`config.mk`:
```
export PLATFORM = sky130hd
export DESIGN_NAME = base32_stream_decoder_unit
export DESIGN_NICKNAME = d
export VERILOG_FILES = /design/src/hdl/b32d_pkg.sv /design/src/hdl/b32d_step.sv /design/src/hdl/base32_stream_decoder_unit.sv
export SDC_FILE = /design/constraint.sdc
export NUM_CORES = 1
export LEC_CHECK = 0
export BUFFER_PORTS_ARGS = -buffer_cell sky130_fd_sc_hd__buf_2
export CAP_MARGIN = 20
export CORE_MARGIN = 3
export CORE_UTILIZATION = 45
export DETAILED_ROUTE_END_ITERATION = 8
export SLEW_MARGIN = 20
export SYNTH_ARGS = -nofsm -noshare
export SYNTH_HDL_FRONTEND = slang
export SYNTH_SLANG_ARGS = --single-unit
```
`constraint.sdc`:
```
create_clock -name clk -period 3.1 [get_ports clk]
set_input_delay 0.31 -clock clk [delete_from_list [all_inputs] [get_ports clk]]
set_output_delay 0.31 -clock clk [all_outputs]
set_load 0.005 [all_outputs]
```
`src/hdl/b32d_pkg.sv`:
```
// Shared types and the alphabet lookup for the base32 stream decoder.
`default_nettype none
package b32d_pkg;

  localparam int unsigned SymW  = 8;
  localparam int unsigned ValW  = 5;
  localparam int unsigned BufW  = 7;
  localparam int unsigned CntW  = 3;
  localparam int unsigned PosW  = 3;
  localparam int unsigned ByteW = 8;
  localparam int unsigned AccW  = BufW + ValW;

  typedef struct packed {
    logic [BufW-1:0] bit_buffer;
    logic [CntW-1:0] bit_count;
    logic [PosW-1:0] group_position;
  } dec_state_t;

  typedef struct packed {
    logic             present;
    logic [ByteW-1:0] out_byte;
    logic             end_of_message;
    logic             error;
  } dec_result_t;

  // Characters outside the alphabet decode as zero.
  function automatic logic [ValW-1:0] symbol_value(input logic [SymW-1:0] c);
    logic [SymW-1:0] d;
    d = '0;
    if (c >= 8'h32 && c <= 8'h39) begin
      d = c - 8'h32;
    end else if (c >= 8'h61 && c <= 8'h6b) begin
      d = c - 8'h61 + 8'd8;
    end else if (c == 8'h6d || c == 8'h6e) begin
      d = c - 8'h6d + 8'd19;
    end else if (c >= 8'h70 && c <= 8'h7a) begin
      d = c - 8'h70 + 8'd21;
    end
    return d[ValW-1:0];
  endfunction

endpackage
`default_nettype wire

```
`src/hdl/b32d_step.sv`:
```
// Combinational decode of one character against the current packing state.
`default_nettype none
module b32d_step (
  input  wire logic [b32d_pkg::SymW-1:0] symbol,
  input  wire logic                      final_symbol,
  input  wire b32d_pkg::dec_state_t      state,
  output b32d_pkg::dec_state_t           state_next,
  output b32d_pkg::dec_result_t          result
);

  logic [b32d_pkg::AccW-1:0]  acc;
  logic [b32d_pkg::AccW-1:0]  acc_masked;
  logic [b32d_pkg::AccW-1:0]  acc_shifted;
  logic [3:0]                 cnt;
  logic [2:0]                 shift;
  logic [3:0]                 group_len;
  logic                       byte_ready;
  logic                       bad_len;
  logic [b32d_pkg::ByteW-1:0] byte_val;

  always_comb begin
    acc        = {state.bit_buffer, b32d_pkg::symbol_value(symbol)};
    cnt        = {1'b0, state.bit_count} + 4'd5;
    group_len  = {1'b0, state.group_position} + 4'd1;
    byte_ready = cnt >= 4'd8;
    shift      = 3'(cnt - 4'd8);
    acc_shifted = acc >> shift;
    byte_val   = byte_ready ? acc_shifted[b32d_pkg::ByteW-1:0] : '0;
    acc_masked = byte_ready ? (acc & ((12'd1 << shift) - 12'd1)) : acc;
    bad_len    = (group_len == 4'd1) || (group_len == 4'd3) || (group_len == 4'd6);

    if (final_symbol) begin
      state_next = '0;
      result.present        = 1'b1;
      result.out_byte       = bad_len ? '0 : byte_val;
      result.end_of_message = 1'b1;
      result.error          = bad_len;
    end else begin
      state_next.bit_buffer     = acc_masked[b32d_pkg::BufW-1:0];
      state_next.bit_count      = byte_ready ? shift : cnt[b32d_pkg::CntW-1:0];
      state_next.group_position = group_len[b32d_pkg::PosW-1:0];
      result.present        = byte_ready;
      result.out_byte       = byte_val;
      result.end_of_message = 1'b0;
      result.error          = 1'b0;
    end
  end

endmodule
`default_nettype wire

```
`src/hdl/base32_stream_decoder_unit.sv`:
```
// Top level of the base32 stream decoder: input register, decode step, result register.
//
// Input channel: symbol and final_symbol with symbol_valid / symbol_ready.
// One transaction carries one character; final_symbol marks the last one of a
// message, after which the packing state clears for the next message.
// Output channel: out_byte, end_of_message and error with result_valid /
// result_ready. A character gives zero or one result: a byte when eight bits
// have gathered, and always one result for the final character (error set,
// out_byte zero, when the final group holds 1, 3 or 6 characters).
// Timing: a character waits in the input register, and its result is written to the result register when it advances.
// Throughput: one character per cycle unless the output stalls; the lookup, shift and
// state update are combinational between the input register and the result register.
// Stall: while result_ready is low and a result waits, the character in the
// input register holds and symbol_ready drops once that register is full.
// Reset (rst, synchronous): both registers empty, packing state zero.
`default_nettype none
module base32_stream_decoder_unit (
  input  wire logic                      clk,
  input  wire logic                      rst,
  input  wire logic [b32d_pkg::SymW-1:0] symbol,
  input  wire logic                      final_symbol,
  input  wire logic                      symbol_valid,
  output logic                           symbol_ready,
  output logic [b32d_pkg::ByteW-1:0]     out_byte,
  output logic                           end_of_message,
  output logic                           error,
  output logic                           result_valid,
  input  wire logic                      result_ready
);

  logic [b32d_pkg::SymW-1:0] sym_q;
  logic                      fin_q;
  logic                      in_full;
  logic                      advance;
  b32d_pkg::dec_state_t      state;
  b32d_pkg::dec_state_t      state_next;
  b32d_pkg::dec_result_t     step_result;

  b32d_step u_step (
    .symbol       (sym_q),
    .final_symbol (fin_q),
    .state        (state),
    .state_next   (state_next),
    .result       (step_result)
  );

  assign advance      = in_full && (!result_valid || result_ready);
  assign symbol_ready = !in_full || advance;

  always_ff @(posedge clk) begin
    if (rst) begin
      in_full      <= 1'b0;
      result_valid <= 1'b0;
      state        <= '0;
    end else begin
      if (symbol_valid && symbol_ready) begin
        in_full <= 1'b1;
        sym_q   <= symbol;
        fin_q   <= final_symbol;
      end else if (advance) begin
        in_full <= 1'b0;
      end

      if (advance && step_result.present) begin
        result_valid <= 1'b1;
      end else if (result_valid && result_ready) begin
        result_valid <= 1'b0;
      end

      if (advance) begin
        state <= state_next;
        if (step_result.present) begin
          out_byte       <= step_result.out_byte;
          end_of_message <= step_result.end_of_message;
          error          <= step_result.error;
        end
      end
    end
  end

endmodule
`default_nettype wire

```
==> impl_results.md <==
- Outcome: finished clean
- Clock root buffer: clkbuf_8
- Effective utilization at floorplan: 48.2%
- # Post-CTS Setup Buffers: 0
- Total gr overflow: 0
- Simple-gate portion of the synthesized area: 18.2%
- Cells after DPL: 343
- Avg Cell Area, Syn: 9.07 sq um
- CP startpoint kind: register
- # Max-Cap Violations: 0
- Max-slew headroom: 57.2%
- Most frequent cells in the layout: nor2_1 (30), buf_2 (24), nand2_1 (19), edfxtp_1 (19), a21oi_1 (17)
- Setup violators final: 0
- Max stage delay on crit path: 0.52 ns
- DRT iter0 DRCs: 115
- CTS resizes: 0
- Cell count after synthesis: 261
- Crit Path Max Fanout: 8
- Nets: 311
- Min Tclk post-route: 2.64 ns
- Area growth, synth to finish: 11.5%
- CP cell instances: inv_1 > ha_1 > nor4b_2 > a2111oi_0 > nor3_1 > nand2_1 > o211ai_1 > a211oi_1
- Worst-skew pair later-pin latency: 0.28 ns
- WP buf/inv: 1
- Synth warn: 0
- Unique masters post-synth: 53
- Post-Route WL: 5.09 mm
- CP Class: reg -> reg
- DR vias: 1993
- GRT Total Usage: 17.4%
- Post-synthesis mux area share: 4.01%
- Clk sink count: 34
- Compound-gate portion of the synthesized area: 25.4%
- H-tree depth: 2
- Share of layout cells above drive strength 1: 16.5%
- Tcrit/Tclk final: 85.2%
- CTS clk-pin slew, worst paths: 0.08 ns
- Final ANT Viol Nets: 0
- Post-DR wirelength/cell: 14.5 um
- Sequential element share of the synthesized area: 36.8%
- Post-route DRC violation count: 0
- Max VDD drop: 0.251 mV
- Synthesized Nets: 289
- # fillers: 466
- Cell area after layout: 2640 sq um
- Post-DP HPWL: 3.69 mm
- CTS tree: yes
- Vias per cell: 5.68
- Skew final: 0.00419 ns
- Synth Area in Adders: 7.92%
- First-pass GRT wire length: 8.67 mm
- Final hold violations: 0
- Total CTS buffers: 5
- Max Fclk: 378 MHz
- Most common cell after layout, fill and taps aside: nor2_1
- Pre-antenna DRT Iters: 4
- Placed Instance Area: 2550 sq um
- Pwr Total: 0.000957 W
- Core area: 4910 sq um
- Main combinational cell family by area after synthesis: compound AO/OA/AOI/OAI gates
- Die area: 6170 sq um
- Placer Congestion: 0.858
- Req. time, crit path: 3.13 ns
- Largest net degree at the start of global routing: 25
- CTS Hold Bufs: 0
- RSZ-0062 raised after global routing: no
- Post-synth EDFFs: 19
- Port bufs: 24
- Vias in the first global route: 1838
- Final Max Slew Viols: 0
- Crit path DAT: 2.67 ns
- Tightest Hold Check Type: in -> reg
- Critical path's slowest cell: edfxtp_1
- FF+latch count, synth: 34
- Initial antenna violation count: 0
- Final Instance Count excl. Fillers: 351
- Die Height: 78.6 um
- Leak: 0.910 nW
- CP top delay family: simple AND/OR/NAND/NOR gates
- Setup crit end kind: register
- Diodes inserted: 0
- Main synth FF type: edfxtp_1
- Worst Tran Pin Value: 0.642 ns
- PD cells: 363 nW/um^2
- Die width: 78.6 um
- Synth Area in XOR/XNOR: 2.96%
- Clock Tree Buf Depth: 2
- Number of I/O pins: 25
- Cell area after synthesis: 2370 sq um
- Setup TNS: 0 ns
- Row count: 25
- Asr flop ratio synth: 0%
## final cells by class
| class | instances | area (sq um) | area share (%) |
|---|---|---|---|
| clock inverters | 3 | 21.3 | 0.806 |
| inverters | 14 | 52.6 | 1.99 |
| clock buffers | 5 | 68.8 | 2.61 |
| multi-input cells | 199 | 1390 | 52.5 |
| well taps | 67 | 83.8 | 3.18 |
| flip-flops and latches | 34 | 871 | 33.0 |
| repair buffers | 29 | 158 | 5.97 |
## worst paths after layout
path / from / endpoint / slack, ns / depth (start not counted)
max: sym_q[1]$_DFFE_PP_ / out_byte[2]$_DFFE_PP_ / 0.46 / 8
max reg2reg: sym_q[1]$_DFFE_PP_ / out_byte[2]$_DFFE_PP_ / 0.46 / 8
min reg2reg: state[9]$_SDFFE_PP0P_ / state[9]$_SDFFE_PP0P_ / 0.53 / 2
min: symbol[3] / sym_q[3]$_DFFE_PP_ / 0.20 / 1
## registers in the layout (all words and copies together), names as in the netlist
register        count
state              13
out_byte            8
sym_q               8
end_of_message      1
error               1
fin_q               1
in_full             1
result_valid        1
## cells by family (layout without fill, tap and decap cells)
| logic type | after synthesis | after routing |
|---|---|---|
| AOI/OAI and AO/OA | 82 | 82 |
| xor gates and xnor gates | 8 | 8 |
| adders and majority gates | 15 | 15 |
| buffers and inverters | 28 | 51 |
| DFF | 34 | 34 |
| muxes | 7 | 7 |
| and+or+nand+nor | 87 | 87 |
## through the flow
stage	hold WS, ns	worst slack [ns]	utilization [%]
floorplan	0.409	0.849	-
global placement	0.488	0.507	51.9
detailed placement	0.488	0.564	51.9
CTS	0.194	0.530	53.8
global route	0.185	0.228	53.8
finish	0.204	0.457	53.8
## Yosys cell counts, drive strengths merged, types with 2 or more instances
cell type	number	area share, %
clkbuf	13	2.2
a311oi	5	1.8
inv	12	1.9
nor4	2	0.79
and2	2	0.53
nand4bb	2	0.95
xor2	3	1.1
o211ai	10	3.2
nand2	19	3.0
nor2	30	4.8
clkinv	2	0.32
a32oi	2	0.74
o32ai	2	1.1
dfxtp	15	13
edfxtp	19	24
a21oi	18	4.0
mux2i	5	2.1
o21bai	3	1.4
or2	2	0.53
ha	15	7.9
a31oi	5	1.3
a21o	2	0.63
nor3	16	3.4
mux4	2	1.9
a22oi	6	1.9
nor3b	3	0.95
nor2b	2	0.53
a211oi	8	2.5
o21a	2	0.63
nand2b	5	1.3
o21ai	9	1.9
a2111oi	3	1.6
xnor2	5	1.8
## routing by layer
metal / track usage, % / part of all wire, % / vias to the layer above / wire, um
met5: 0 / 0 / - / 0
met3: 2.75 / 5.9 / 7 / 302
met1: 25.5 / 51 / 897 / 2570
li1: - / - / 1030 / -
met4: 4.72 / 1.3 / 0 / 68
met2: 26.5 / 42 / 59 / 2150
## power by group
group          switching (W)  internal (W)  total (W)
clock               0.000170      0.000158   0.000328
sequential         0.0000161      0.000487   0.000504
combinational      0.0000759     0.0000500   0.000126
total               0.000262      0.000695   0.000957
No activity file was read; power rests on OpenSTA's default activity.
